<file path="config.mk">
export PLATFORM = sky130hd
export DESIGN_NAME = serial_command_keyword_matcher
export DESIGN_NICKNAME = d
export VERILOG_FILES = /design/src/sckm_pkg.sv /design/src/sckm_keyword_tracker.sv /design/src/serial_command_keyword_matcher.sv
export SDC_FILE = /design/constraint.sdc
export NUM_CORES = 1
export LEC_CHECK = 0
export BUFFER_PORTS_ARGS = -buffer_cell sky130_fd_sc_hd__buf_2
export CAP_MARGIN = 40
export CORE_ASPECT_RATIO = 2
export CORE_MARGIN = 1
export CORE_UTILIZATION = 45
export CTS_CLUSTER_DIAMETER = 80
export DETAILED_ROUTE_END_ITERATION = 10
export PLACE_DENSITY = 0.72
export SETUP_SLACK_MARGIN = 0.3
export SYNTH_ARGS = -nofsm -noshare
export SYNTH_HDL_FRONTEND = slang
export SYNTH_SLANG_ARGS = --single-unit
</file>
<file path="constraint.sdc">
create_clock -name clock -period 9.4 [get_ports clock]
set_clock_uncertainty 0.2 [all_clocks]
set_input_delay 1.41 -clock clock [delete_from_list [all_inputs] [get_ports clock]]
set_output_delay 1.41 -clock clock [all_outputs]
set_load 0.005 [all_outputs]
</file>
<file path="src/sckm_pkg.sv">
// Shared types, keyword table and code values for the serial command keyword matcher.
package sckm_pkg;

   localparam int KEYWORD_COUNT = 5;
   localparam int KEYWORD_MAX   = 8;
   localparam int POS_WIDTH     = 3;
   localparam int SHORT_WIDTH   = 4;

   // Line length clipped to the longest keyword; any longer line maps here.
   localparam logic [SHORT_WIDTH-1:0] SHORT_LONG = 4'hF;

   typedef logic [2:0] command_code_type;
   localparam command_code_type CMD_UNKNOWN  = 3'd0;
   localparam command_code_type CMD_RUN      = 3'd1;
   localparam command_code_type CMD_START    = 3'd2;
   localparam command_code_type CMD_STOP     = 3'd3;
   localparam command_code_type CMD_RESET    = 3'd4;
   localparam command_code_type CMD_TRANSFER = 3'd5;

   typedef logic csr_index_type;
   localparam csr_index_type CSR_END_CODE   = 1'b0;
   localparam csr_index_type CSR_CLEAR_CODE = 1'b1;

   localparam logic [7:0] KW_TEXT [0:KEYWORD_COUNT-1][0:KEYWORD_MAX-1] = '{
      '{"r", "u", "n", 8'h00, 8'h00, 8'h00, 8'h00, 8'h00},
      '{"s", "t", "a", "r", "t", 8'h00, 8'h00, 8'h00},
      '{"s", "t", "o", "p", 8'h00, 8'h00, 8'h00, 8'h00},
      '{"r", "e", "s", "e", "t", 8'h00, 8'h00, 8'h00},
      '{"t", "r", "a", "n", "s", "f", "e", "r"}
   };

   localparam logic [SHORT_WIDTH-1:0] KW_LEN [0:KEYWORD_COUNT-1] = '{
      4'd3, 4'd5, 4'd4, 4'd5, 4'd8
   };

   localparam command_code_type KW_CODE [0:KEYWORD_COUNT-1] = '{
      CMD_RUN, CMD_START, CMD_STOP, CMD_RESET, CMD_TRANSFER
   };

   // Control from the line logic to the keyword tracker for one beat.
   typedef struct packed {
      logic append;   // byte is stored at the current position
      logic restart;  // line ends or is discarded
   } line_ctl_type;

   function automatic logic [7:0] fold_case(input logic [7:0] c);
      if (c >= "A" && c <= "Z") begin
         return c + 8'h20;
      end
      return c;
   endfunction

endpackage

</file>
<file path="src/sckm_keyword_tracker.sv">
// Running per-keyword match flags and the keyword decode for the current line.
module sckm_keyword_tracker (
   input  logic                                 clock,
   input  logic                                 reset,
   input  sckm_pkg::line_ctl_type               ctl,
   input  logic [7:0]                           rx_byte,
   input  logic [sckm_pkg::SHORT_WIDTH-1:0]     short_count,
   output sckm_pkg::command_code_type           command_code
);

   logic [sckm_pkg::KEYWORD_COUNT-1:0] match_ff;
   logic [sckm_pkg::KEYWORD_COUNT-1:0] match_in;
   logic [7:0]                         folded;
   logic                               pos_ok;
   logic [sckm_pkg::POS_WIDTH-1:0]     pos;

   assign folded = sckm_pkg::fold_case(rx_byte);
   assign pos_ok = short_count < sckm_pkg::SHORT_WIDTH'(sckm_pkg::KEYWORD_MAX);
   assign pos    = short_count[sckm_pkg::POS_WIDTH-1:0];

   always_comb begin
      match_in = match_ff;
      if (ctl.restart) begin
         match_in = '1;
      end else if (ctl.append) begin
         for (int k = 0; k < sckm_pkg::KEYWORD_COUNT; k++) begin
            match_in[k] = match_ff[k] && pos_ok && (folded == sckm_pkg::KW_TEXT[k][pos]);
         end
      end
   end

   always_ff @(posedge clock) begin
      if (reset) begin
         match_ff <= '1;
      end else begin
         match_ff <= match_in;
      end
   end

   // Scan from the last keyword down so that the first hit in table order wins.
   always_comb begin
      command_code = sckm_pkg::CMD_UNKNOWN;
      for (int k = sckm_pkg::KEYWORD_COUNT - 1; k >= 0; k--) begin
         if (match_ff[k] && (short_count == sckm_pkg::KW_LEN[k])) begin
            command_code = sckm_pkg::KW_CODE[k];
         end
      end
   end

endmodule

</file>
<file path="src/serial_command_keyword_matcher.sv">
// Top level of the serial command keyword matcher: input stage, line state and result register.
//
// Each received byte is held in the input register while the line logic works on it. A new
// byte is accepted every cycle unless a return byte stalls, for a rate of one byte per clock.
// A command result is registered once its return byte leaves the input stage. The only stall
// comes from the result register: a return byte waits in the input stage while an earlier
// result has not been taken. Letters A to Z match keywords in either case; a line longer than
// LINE_CAPACITY drops the extra bytes and reports unknown with the overflow flag set.
// The match is kept as running flags per keyword, so no line buffer is read at the end.
module serial_command_keyword_matcher #(
   parameter int LINE_CAPACITY = 16
) (
   input  logic                       clock,
   input  logic                       reset,
   input  logic                       req_valid,
   output logic                       req_ready,
   input  logic [7:0]                 req_rx_byte,
   output logic                       rsp_valid,
   input  logic                       rsp_ready,
   output sckm_pkg::command_code_type rsp_command_code,
   output logic                       rsp_overflowed,
   input  logic                       csr_valid,
   output logic                       csr_ready,
   input  sckm_pkg::csr_index_type    csr_index,
   input  logic [7:0]                 csr_data
);

   localparam int COUNT_WIDTH = $clog2(LINE_CAPACITY + 1);
   localparam logic [COUNT_WIDTH-1:0] CAP = COUNT_WIDTH'(LINE_CAPACITY);

   logic                             s1_valid_ff, s1_valid_in;
   logic [7:0]                       s1_byte_ff, s1_byte_in;
   logic [COUNT_WIDTH-1:0]           char_count_ff, char_count_in;
   logic                             overflow_ff, overflow_in;
   logic [7:0]                       end_code_ff, end_code_in;
   logic [7:0]                       clear_code_ff, clear_code_in;
   logic                             rsp_valid_ff, rsp_valid_in;
   sckm_pkg::command_code_type       rsp_code_ff, rsp_code_in;
   logic                             rsp_ovf_ff, rsp_ovf_in;

   logic                             is_end, is_clear, s1_go, out_free;
   logic [sckm_pkg::SHORT_WIDTH-1:0] short_count;
   sckm_pkg::line_ctl_type           line_ctl;
   sckm_pkg::command_code_type       kw_code;

   assign is_end   = s1_byte_ff == end_code_ff;
   assign is_clear = !is_end && (s1_byte_ff == clear_code_ff);
   assign out_free = !rsp_valid_ff || rsp_ready;
   assign s1_go    = s1_valid_ff && (!is_end || out_free);

   assign req_ready = !s1_valid_ff || s1_go;
   assign csr_ready = 1'b1;

   assign short_count = (char_count_ff > COUNT_WIDTH'(sckm_pkg::KEYWORD_MAX)) ?
                        sckm_pkg::SHORT_LONG : sckm_pkg::SHORT_WIDTH'(char_count_ff);

   assign line_ctl.restart = s1_go && (is_end || is_clear);
   assign line_ctl.append  = s1_go && !is_end && !is_clear && (char_count_ff < CAP);

   sckm_keyword_tracker u_tracker (
      .clock        (clock),
      .reset        (reset),
      .ctl          (line_ctl),
      .rx_byte      (s1_byte_ff),
      .short_count  (short_count),
      .command_code (kw_code)
   );

   always_comb begin
      s1_valid_in = s1_valid_ff;
      s1_byte_in  = s1_byte_ff;
      if (req_ready) begin
         s1_valid_in = req_valid;
         s1_byte_in  = req_rx_byte;
      end

      char_count_in = char_count_ff;
      overflow_in   = overflow_ff;
      if (line_ctl.restart) begin
         char_count_in = '0;
         overflow_in   = 1'b0;
      end else if (line_ctl.append) begin
         char_count_in = char_count_ff + 1'b1;
      end else if (s1_go && !is_end && !is_clear) begin
         overflow_in = 1'b1;
      end

      rsp_valid_in = rsp_valid_ff && !rsp_ready;
      rsp_code_in  = rsp_code_ff;
      rsp_ovf_in   = rsp_ovf_ff;
      if (s1_go && is_end) begin
         rsp_valid_in = 1'b1;
         rsp_code_in  = overflow_ff ? sckm_pkg::CMD_UNKNOWN : kw_code;
         rsp_ovf_in   = overflow_ff;
      end

      end_code_in   = end_code_ff;
      clear_code_in = clear_code_ff;
      if (csr_valid) begin
         case (csr_index)
            sckm_pkg::CSR_END_CODE: begin
               end_code_in = csr_data;
            end
            sckm_pkg::CSR_CLEAR_CODE: begin
               clear_code_in = csr_data;
            end
            default: begin
               end_code_in = end_code_ff;
            end
         endcase
      end
   end

   always_ff @(posedge clock) begin
      if (reset) begin
         s1_valid_ff   <= 1'b0;
         char_count_ff <= '0;
         overflow_ff   <= 1'b0;
         end_code_ff   <= 8'd13;
         clear_code_ff <= 8'd16;
         rsp_valid_ff  <= 1'b0;
      end else begin
         s1_valid_ff   <= s1_valid_in;
         char_count_ff <= char_count_in;
         overflow_ff   <= overflow_in;
         end_code_ff   <= end_code_in;
         clear_code_ff <= clear_code_in;
         rsp_valid_ff  <= rsp_valid_in;
      end
      s1_byte_ff <= s1_byte_in;
      rsp_code_ff <= rsp_code_in;
      rsp_ovf_ff  <= rsp_ovf_in;
   end

   assign rsp_valid        = rsp_valid_ff;
   assign rsp_command_code = rsp_code_ff;
   assign rsp_overflowed   = rsp_ovf_ff;

   // Bytes are only dropped once the line is full.
   a_overflow_full: assert property (@(posedge clock) disable iff (reset)
      overflow_ff |-> (char_count_ff == CAP))
      else $error("overflow flag set on a line that is not full");

   a_count_bound: assert property (@(posedge clock) disable iff (reset)
      char_count_ff <= CAP)
      else $error("line count beyond capacity");

   a_overflow_unknown: assert property (@(posedge clock) disable iff (reset)
      (rsp_valid_ff && rsp_ovf_ff) |-> (rsp_code_ff == sckm_pkg::CMD_UNKNOWN))
      else $error("overflowed line reported a keyword");

   a_end_stalls: assert property (@(posedge clock) disable iff (reset)
      (s1_valid_ff && is_end && rsp_valid_ff && !rsp_ready) |-> !req_ready)
      else $error("return byte passed while the result register was blocked");

   a_line_cleared: assert property (@(posedge clock) disable iff (reset)
      (s1_go && is_end) |=> (char_count_ff == '0) && !overflow_ff && rsp_valid_ff)
      else $error("line not cleared after a result");

endmodule
</file>
==> flow_summary_export.csv, run 1 <==
group,metric,value,unit
power,power.internal,277,uW
finish,final_nets,336,
critical_path,endpoint_kind,"output port",
power,leakage,1.05,nW
grt,grtUsageTotal,0.230,
timing,finalSetupTns,0,ns
grt,gr-total-overflow,0,
clock_network,cts_buffer_depth,2,
grt,grt_max_degree,20,
synth,yosysWarnings,0,
route,drt-initial-drc-count,65,
power,total_power,380,uW
synth,synth_cells,290,
timing,finalHoldViolations,0,
clock_network,cts-htree-levels,2,
floorplan,die_x,55.0,um
power,power_frac_seq,0.530,
placed_design,port_buffers,27,
placed_design,place_ws,5.53,ns
synth,synth_ff_type,"dfxtp_1",
hold_path,hp-class,"reg -> reg",
grt,antenna_found_initial,0,
power,pwr-share-comb,0.157,
synth,syn_area_per_cell,8.71,um^2
critical_path,crit_fanout,15,
timing,fin_ws,5.34,ns
synth,synth_cell_types,57,
route,via_count,2149,
timing,final-max-slew-violation-count,0,
floorplan,core_area,0.00542,mm^2
synth,synth_edf_count,12,
grt,grt_pass1_wl,9720,um
power,swShare,0.272,
synth,async_reset_ff_frac,0,
timing,tightest_slew,0.695,ns
timing,max-slew-margin-rel,0.534,
timing,setup_viol,0,
power,clkPwrFrac,0.313,
clock_network,post_cts_buffers,0,
finish,fin_area,0.00274,mm^2
floorplan,initial_core_util,0.466,
route,detail-route-antenna-nets,0,
synth,netlist_area,0.00252,mm^2
placed_design,place_area,0.00265,mm^2
critical_path,crit_arrival,2.45,ns
flow_run,maxCapViolations,0,
clock_network,clock_latency,0.29,ns
power,power.switching,103,uW
synth,syn_nets,322,
grt,grt_pass1_vias,2080,
clock_network,cts.sinks,41,
finish,drive_above_1_share,0.144,
synth,ys_ff_latch,41,
critical_path,critPathMaxStageDelay,0.70,ns
route,totalWireLength,5940,um
critical_path,path_cells,"xnor2_1 -> nand4_1 -> nor2_1 -> nand2_1 -> or2_2 -> buf_2",
finish,antenna-diode-count,0,
clock_network,cts_made_buffers,5,
placed_design,routabilityCongestion,0.928,
floorplan,rows,38,
floorplan,die_h,108,um
critical_path,crit_type,"reg -> out",
clock_network,cts_resized,0,
timing,min_period,4.06,ns
clock_network,tritoncts,"yes",
timing,fin_crit_sh,0.432,
critical_path,critPathLaunchType,"flip-flop",
route,drc_errors,0,
placed_design,post-dp-hpwl,4570,um
finish,area_growth,8.57,%
synth,seq_area_frac_synth,0.373,
timing,rsz0062_at_grt,"false",
timing,max_freq,0.246,GHz
power,ir_worst_vdd,0.115,mV
clock_network,path_clk_slew,0.08,ns
route,drt-pass1-iter-count,4,
run_status,status,"finished clean",
power,p_per_area,139,mW/mm^2
critical_path,critPathSlowestCell,"edfxtp_1",
critical_path,critPathRequiredTime,7.79,ns
route,wl_per_cell,16.3,um
floorplan,io_pins,29,
route,viasPerCell,5.89,
clock_network,cts-root-buf,"clkbuf_8",
clock_network,cts_hold_buf,0,
floorplan,dieArea,0.00593,mm^2
## critical path: cells and delay by family (launching register included)
kind | cells | cell delay (ns)
and+or+nand+nor | 4 | 1.11
xor gates and xnor gates | 1 | 0.18
DFF | 1 | 0.70
buffers and inverters | 1 | 0.17
## stage by stage
| stage | util | instances | hold WS (ns) |
|---|---|---|---|
| detailed placement | 0.488 | 357 | 0.262 |
| CTS | 0.506 | 365 | 0.272 |
| floorplan | - | 290 | 0.245 |
| global route | 0.506 | 365 | 0.289 |
| global placement | 0.488 | 357 | 0.257 |
| finish | 0.506 | 365 | 0.269 |
## cell type report
class	count	area, um^2
Clock buffer	6	82.6
Tap cell	60	75.1
Fill cell	552	2680
Sequential cell	41	941
Timing Repair Buffer	27	135
Clock inverter	2	13.8
Multi-Input combinational cell	223	1470
Inverter	6	22.5
## worst paths after layout
path                                                    start                                 end  slack (ns)  cells after the start
worst max-delay path                  s1_byte_ff[1]$_DFFE_PP_                           req_ready        5.34                      6
worst min-delay path              end_code_ff[4]$_SDFFE_PP0P_         end_code_ff[4]$_SDFFE_PP0P_        0.27                      2
worst max register to register  char_count_ff[0]$_SDFFE_PP0P_  u_tracker.match_ff[3]$_SDFFE_PP1P_        5.77                     12
worst min register to register    end_code_ff[4]$_SDFFE_PP0P_         end_code_ff[4]$_SDFFE_PP0P_        0.27                      2
## Yosys cell counts, types with 3 or more instances
library cell	instances	area (um^2)
edfxtp_1	12	360
nor2_1	22	82.6
nor3_1	6	30.0
mux2_2	3	33.8
xnor2_1	22	193
xor2_1	6	52.6
a21oi_1	20	100
mux2i_1	4	40.0
nor2b_1	6	37.5
ha_1	10	125
nand4_1	7	43.8
inv_1	6	22.5
nand3b_1	3	22.5
dfxtp_1	29	581
nand2_1	39	146
and3_1	4	25.0
nand2b_1	9	56.3
o21ai_0	5	25.0
o211ai_1	3	22.5
buf_2	3	15.0
clkbuf_1	14	52.6
a211o_1	4	35.0
nand3_1	9	45.0
a31oi_1	3	18.8
## cell families (layout without fill, tap and decap cells)
family	after synthesis	count (layout)	share of synthesized area
AO/OA/AOI/OAI	59	59	0.162
adder cells (fa/ha/maj)	10	10	0.0496
XOR/XNOR	28	28	0.0971
flip-flops	41	41	0.373
other	1	1	0.00149
buffers and inverters	26	41	0.0446
multiplexers	8	8	0.0382
AND/OR/NAND/NOR	117	117	0.234
## power groups by stage
| stage | sequential [mW] | clock (mW) | combinational, mW |
|---|---|---|---|
| finish | 0.201 | 0.119 | 0.0596 |
| global route | 0.203 | 0.128 | 0.0664 |
| CTS | 0.201 | 0.122 | 0.0593 |
| detailed placement | 0.205 | 0 | 0.0589 |
| global placement | 0.205 | 0 | 0.0582 |
| floorplan | 0.198 | 0 | 0.0500 |
## state kept, by name, indices dropped and copies added, names as in the netlist, 3 cells and up
| signal | cells |
|---|---|
| clear_code_ff | 8 |
| end_code_ff | 8 |
| s1_byte_ff | 8 |
| char_count_ff | 5 |
| u_tracker.match_ff | 5 |
| rsp_command_code | 3 |
## cells in the final DEF (no fill, tap or decap), types with 3 or more instances in the layout
cell type	instances
clkbuf_8	6
nor2_1	22
dfxtp_1	29
nor3_1	6
nand2_1	39
nand3b_1	3
nand2b_1	9
buf_2	27
edfxtp_1	12
inv_1	6
mux2_2	3
o211ai_1	3
xnor2_1	22
xor2_1	6
a31oi_1	3
nor2b_1	6
and3_1	4
a21oi_1	20
ha_1	10
o21ai_0	5
a211o_1	4
nand4_1	7
nand3_1	9
mux2i_1	4
## layer usage
metal / part of all wire / vias to the layer above / wire length (um) / GRT usage
met4: 0.052 / 0 / 310 / 0.134
met3: 0.023 / 21 / 135 / 0.0253
li1: - / 1061 / - / -
met2: 0.56 / 65 / 3340 / 0.417
met5: 0 / - / 0 / 0
met1: 0.36 / 1002 / 2150 / 0.234
Note: power is estimated with default switching activity, not from simulation.
==> run 2: changes to the inputs <==
==> constraint.sdc (replaced) <==
create_clock -name clock -period 4.1 [get_ports clock]
set_clock_uncertainty 0.2 [all_clocks]
set_input_delay 0.615 -clock clock [delete_from_list [all_inputs] [get_ports clock]]
set_output_delay 0.615 -clock clock [all_outputs]
set_load 0.005 [all_outputs]
==> run 2 against run 1 <==
Against the previous run:
- count of clock-buffer cells in the layout unchanged
- global-route usage rose by 0.90 points
- sequential cell count stayed put
- sequential power rose by 130%
==> flow_summary_export.csv, run 2 (same netlist as run 1, synthesis figures left out) <==
group,metric,value,unit
run_status,status,"finished clean",
timing,finalHoldViolations,0,
power,power.internal,615,uW
finish,layout_common_cells,"nand2_1 (39), dfxtp_1 (29), buf_2 (27), xnor2_1 (22), nor2_1 (22)",
power,power.switching,242,uW
floorplan,core_area,0.00542,mm^2
critical_path,cp-endpoint,"u_tracker.match_ff[0]$_SDFFE_PP1P_",
grt,antenna_found_initial,0,
timing,tightest_slew,0.781,ns
hold_path,holdPathStages,2,
timing,fin_crit_sh,0.825,
route,detail-route-antenna-nets,0,
route,drc_errors,0,
critical_path,startpoint,"char_count_ff[0]$_SDFFE_PP0P_",
clock_network,path_clk_slew,0.08,ns
critical_path,critPathLaunchType,"flip-flop",
grt,gr-total-overflow,0,
floorplan,die_x,55.0,um
critical_path,crit_fanout,12,
route,drt-initial-drc-count,51,
finish,reg_top3,"clear_code_ff x8, end_code_ff x8, s1_byte_ff x8",
finish,fin_area,0.00274,mm^2
clock_network,cts_buffer_depth,2,
critical_path,r2r_setup_slack,0.72,ns
grt,grt_max_degree,20,
floorplan,rows,38,
placed_design,place_ws,0.730,ns
power,power_frac_seq,0.538,
power,p_per_area,313,mW/mm^2
power,ir_worst_vdd,0.327,mV
floorplan,io_pins,29,
timing,max_freq,0.296,GHz
clock_network,cts_hold_buf,0,
timing,setup_viol,0,
grt,grt_pass1_wl,10000,um
timing,finalSetupTns,0,ns
floorplan,die_h,108,um
hold_path,hp-class,"reg -> reg",
floorplan,initial_core_util,0.466,
critical_path,rr_worst_depth,12,
finish,antenna-diode-count,0,
critical_path,crit_arrival,3.43,ns
critical_path,r2r-start,"char_count_ff[0]$_SDFFE_PP0P_",
route,drt-pass1-iter-count,4,
timing,min_period,3.38,ns
power,swShare,0.283,
timing,final-max-slew-violation-count,0,
clock_network,cts_made_buffers,5,
finish,final_common_cell,"nand2_1",
clock_network,post_cts_buffers,0,
timing,fin_ws,0.719,ns
grt,grtUsageTotal,0.239,
route,via_count,2203,
timing,max-slew-margin-rel,0.478,
clock_network,cts-root-buf,"clkbuf_8",
route,viasPerCell,6.02,
placed_design,routabilityCongestion,1.02,
clock_network,cts_resized,0,
clock_network,cts.sinks,41,
timing,rsz0062_at_grt,"false",
placed_design,place_area,0.00266,mm^2
power,pwr-share-comb,0.162,
flow_run,maxCapViolations,0,
finish,drive_above_1_share,0.144,
power,leakage,1.05,nW
route,totalWireLength,6260,um
finish,area_growth,8.57,%
placed_design,post-dp-hpwl,4870,um
finish,final_nets,338,
clock_network,cts-htree-levels,2,
critical_path,endpoint_kind,"flip-flop",
clock_network,tritoncts,"yes",
grt,grt_pass1_vias,2192,
critical_path,crit_type,"reg -> reg",
floorplan,dieArea,0.00593,mm^2
placed_design,port_buffers,27,
power,clkPwrFrac,0.299,
finish,fillers,558,
critical_path,critPathRequiredTime,4.15,ns
critical_path,r2r_end,"u_tracker.match_ff[0]$_SDFFE_PP1P_",
clock_network,clock_latency,0.30,ns
route,wl_per_cell,17.1,um
-- run 2: worst max-delay path: stages (launching register included) --
cell and delay [ns]:
dfxtp_1 0.56, inv_1 0.18, ha_1 0.26, nand2b_1 0.09
a21oi_1 0.09, nand2_1 0.18, ha_1 0.35, or4bb_1 0.50
o21ai_0 0.09, a22oi_1 0.14, nor3_1 0.37, o2111a_1 0.24
a211o_1 0.09
-- run 2: layer usage --
layer,global-route usage,vias to the layer above,part of all wire
met1,0.224,1049,0.35
met2,0.428,64,0.55
li1,-,1060,-
met4,0.182,0,0.071
met5,0,-,0
met3,0.0309,30,0.023
-- run 2: how the worst min path moves through the flow --
stage | from | slack, ns | endpoint
after floorplan | overflow_ff$_SDFFE_PP0P_ | 0.24 | rsp_overflowed$_DFFE_PP_
after global placement | clear_code_ff[5]$_SDFFE_PP0P_ | 0.26 | clear_code_ff[5]$_SDFFE_PP0P_
after detailed placement | clear_code_ff[7]$_SDFFE_PP0P_ | 0.26 | clear_code_ff[7]$_SDFFE_PP0P_
after CTS | clear_code_ff[0]$_SDFFE_PP0P_ | 0.27 | clear_code_ff[0]$_SDFFE_PP0P_
after global routing | req_rx_byte[2] | 0.28 | s1_byte_ff[2]$_DFFE_PP_
final | clear_code_ff[0]$_SDFFE_PP0P_ | 0.27 | clear_code_ff[0]$_SDFFE_PP0P_
-- run 2: cell type report --
cell class	instances	area (um^2)	area share
Sequential cell	41	941	0.343
Multi-Input combinational cell	223	1470	0.537
Timing Repair Buffer	29	150	0.0548
Inverter	6	22.5	0.00822
Clock inverter	1	8.76	0.00319
Tap cell	60	75.1	0.0274
Clock buffer	6	72.6	0.0265
-- run 2: through the flow --
step                hold WS, ns  utilization  std cells  total power, mW
finish                    0.267        0.506        366            0.858
global route              0.280        0.506        366            0.893
CTS                       0.272        0.506        366            0.860
detailed placement        0.261        0.491        359            0.609
global placement          0.258        0.491        359            0.605
floorplan                 0.245            -        290            0.569
-- run 2: power groups by stage --
stage	combinational (mW)	sequential, mW	clock [mW]
6_report	0.139	0.462	0.257
2_1_floorplan	0.115	0.455	0
3_3_place_gp	0.135	0.470	0
5_1_grt	0.153	0.465	0.275
3_5_place_dp	0.138	0.471	0
4_1_cts	0.138	0.462	0.261
==> run 3: changes to the inputs <==
==> constraint.sdc (replaced) <==
create_clock -name clock -period 3.3 [get_ports clock]
set_clock_uncertainty 0.2 [all_clocks]
set_input_delay 0.495 -clock clock [delete_from_list [all_inputs] [get_ports clock]]
set_output_delay 0.495 -clock clock [all_outputs]
set_load 0.005 [all_outputs]
==> run 3 against run 2 <==
Against the previous run:
- total power increased by 27%
- sequential share of layout area fell by 1.3 points
- critical path depth fell by 6
- utilization grew 2.0 points
- highest routed layer unchanged
- largest cell class unchanged
- non-clock buffer count grew 10
- hold slack got worse by 0.10 ns
- combinational power up 44%
- count of clock-buffer cells in the layout is the same
==> flow_summary_export.csv, run 3 (same netlist as run 1, synthesis figures left out) <==
group,metric,value,unit
run_status,status,"finished clean",
floorplan,core_area,0.00542,mm^2
clock_network,path_clk_slew,0.07,ns
power,p_per_area,381,mW/mm^2
clock_network,cts_made_buffers,5,
finish,drive_above_1_share,0.209,
finish,fin_cells,376,
timing,max_freq,0.352,GHz
power,leakage,1.10,nW
critical_path,critPathLaunchType,"flip-flop",
floorplan,dieArea,0.00593,mm^2
critical_path,crit_type,"reg -> out",
placed_design,routabilityCongestion,0.913,
route,drc_errors,0,
finish,antenna-diode-count,0,
grt,grt_max_degree,20,
timing,rsz0062_at_grt,"true",
clock_network,cts_hold_buf,0,
critical_path,r2r-start,"char_count_ff[0]$_SDFFE_PP0P_",
critical_path,crit_fanout,10,
grt,grtUsageTotal,0.245,
timing,tightest_slew,0.799,ns
critical_path,startpoint,"s1_byte_ff[1]$_DFFE_PP_",
placed_design,port_buffers,27,
placed_design,dp.cells,369,
placed_design,post-dp-hpwl,4960,um
route,wl_per_cell,16.8,um
finish,final_common_cell,"nand2_1",
finish,layout_common_cells,"nand2_1 (37), dfxtp_1 (28), buf_2 (27), xnor2_1 (22), nor2_1 (21)",
floorplan,io_pins,29,
clock_network,post_cts_buffers,0,
timing,finalHoldViolations,0,
grt,gr-total-overflow,0,
grt,antenna_found_initial,0,
timing,finalSetupTns,0,ns
floorplan,die_h,108,um
clock_network,cts-htree-levels,2,
clock_network,tritoncts,"yes",
hold_path,hp-start,"req_rx_byte[4]",
finish,area_growth,12.9,%
route,viasPerCell,5.78,
timing,setup_viol,0,
floorplan,die_x,55.0,um
clock_network,cts_buffer_depth,2,
timing,final-max-slew-violation-count,0,
critical_path,endpoint_kind,"output port",
critical_path,crit_arrival,2.15,ns
floorplan,rows,38,
route,drt-pass1-iter-count,4,
grt,grt_pass1_vias,2130,
critical_path,critPathRequiredTime,2.60,ns
timing,fin_crit_sh,0.861,
route,drt-initial-drc-count,63,
flow_run,maxCapViolations,0,
grt,grt_pass1_wl,10000,um
route,detail-route-antenna-nets,0,
clock_network,clock_latency,0.31,ns
timing,max-slew-margin-rel,0.462,
hold_path,hp-class,"in -> reg",
floorplan,initial_core_util,0.466,
finish,final_nets,348,
clock_network,cts.sinks,41,
route,via_count,2172,
timing,min_period,2.84,ns
finish,reg_top3,"clear_code_ff x8, end_code_ff x8, s1_byte_ff x8",
route,totalWireLength,6310,um
power,ir_worst_vdd,0.424,mV
clock_network,cts-root-buf,"clkbuf_8",
-- run 3: cell count changes in the layout (fill, tap and decap cells not counted), sizes merged --
cell,change
buf,+10
-- run 3: final timing paths --
kind / to / slack (ns) / cells after the start
worst min-delay path: s1_byte_ff[4]$_DFFE_PP_ / 0.16 / 1
worst min register to register: clear_code_ff[0]$_SDFFE_PP0P_ / 0.27 / 2
worst max-delay path: req_ready / 0.46 / 6
worst max register to register: u_tracker.match_ff[1]$_SDFFE_PP1P_ / 0.46 / 12
-- run 3: metal layers --
layer | share of wire | GRT usage | vias to the layer above | routed length (um)
met3 | 0.024 | 0.0422 | 25 | 153
met5 | 0 | 0 | - | 0
met2 | 0.57 | 0.435 | 53 | 3570
met4 | 0.066 | 0.186 | 0 | 414
li1 | - | - | 1086 | -
met1 | 0.34 | 0.226 | 1008 | 2170
-- run 3: metrics by stage --
stage | hold slack (ns) | total power [mW] | setup slack [ns] | utilization | instance area, um^2
detailed placement | 0.261 | 0.765 | 0.219 | 0.505 | 2740
global route | 0.151 | 1.13 | 0.268 | 0.526 | 2850
floorplan | 0.245 | 0.708 | 0.328 | - | 2530
CTS | 0.156 | 1.09 | 0.320 | 0.522 | 2830
global placement | 0.257 | 0.761 | 0.314 | 0.505 | 2740
finish | 0.165 | 1.09 | 0.459 | 0.526 | 2850
-- run 3: worst max-delay path, stage by stage (launching register included) --
cell,delay (ns)
edfxtp_1,0.53
xnor2_1,0.20
nand4_1,0.21
nor2_4,0.22
nand2_1,0.09
or2_2,0.42
buf_2,0.17
-- run 3: layout make-up --
type	instances	area, um^2
Multi-Input combinational cell	223	1500
Timing Repair Buffer	39	225
Tap cell	60	75.1
Clock buffer	6	72.6
Inverter	6	22.5
Fill cell	565	2570
Sequential cell	41	942
Clock inverter	1	8.76
-- run 3: power breakdown --
group | internal (mW) | total [mW] | switching, mW
combinational | 0.0885 | 0.200 | 0.111
sequential | 0.539 | 0.559 | 0.0201
clock | 0.147 | 0.327 | 0.181
total | 0.774 | 1.09 | 0.312
-- run 3: timing repair --
item	in CTS	in global routing
pin swaps	0	2
resized for setup	4	9
setup endpoints to repair	4	6
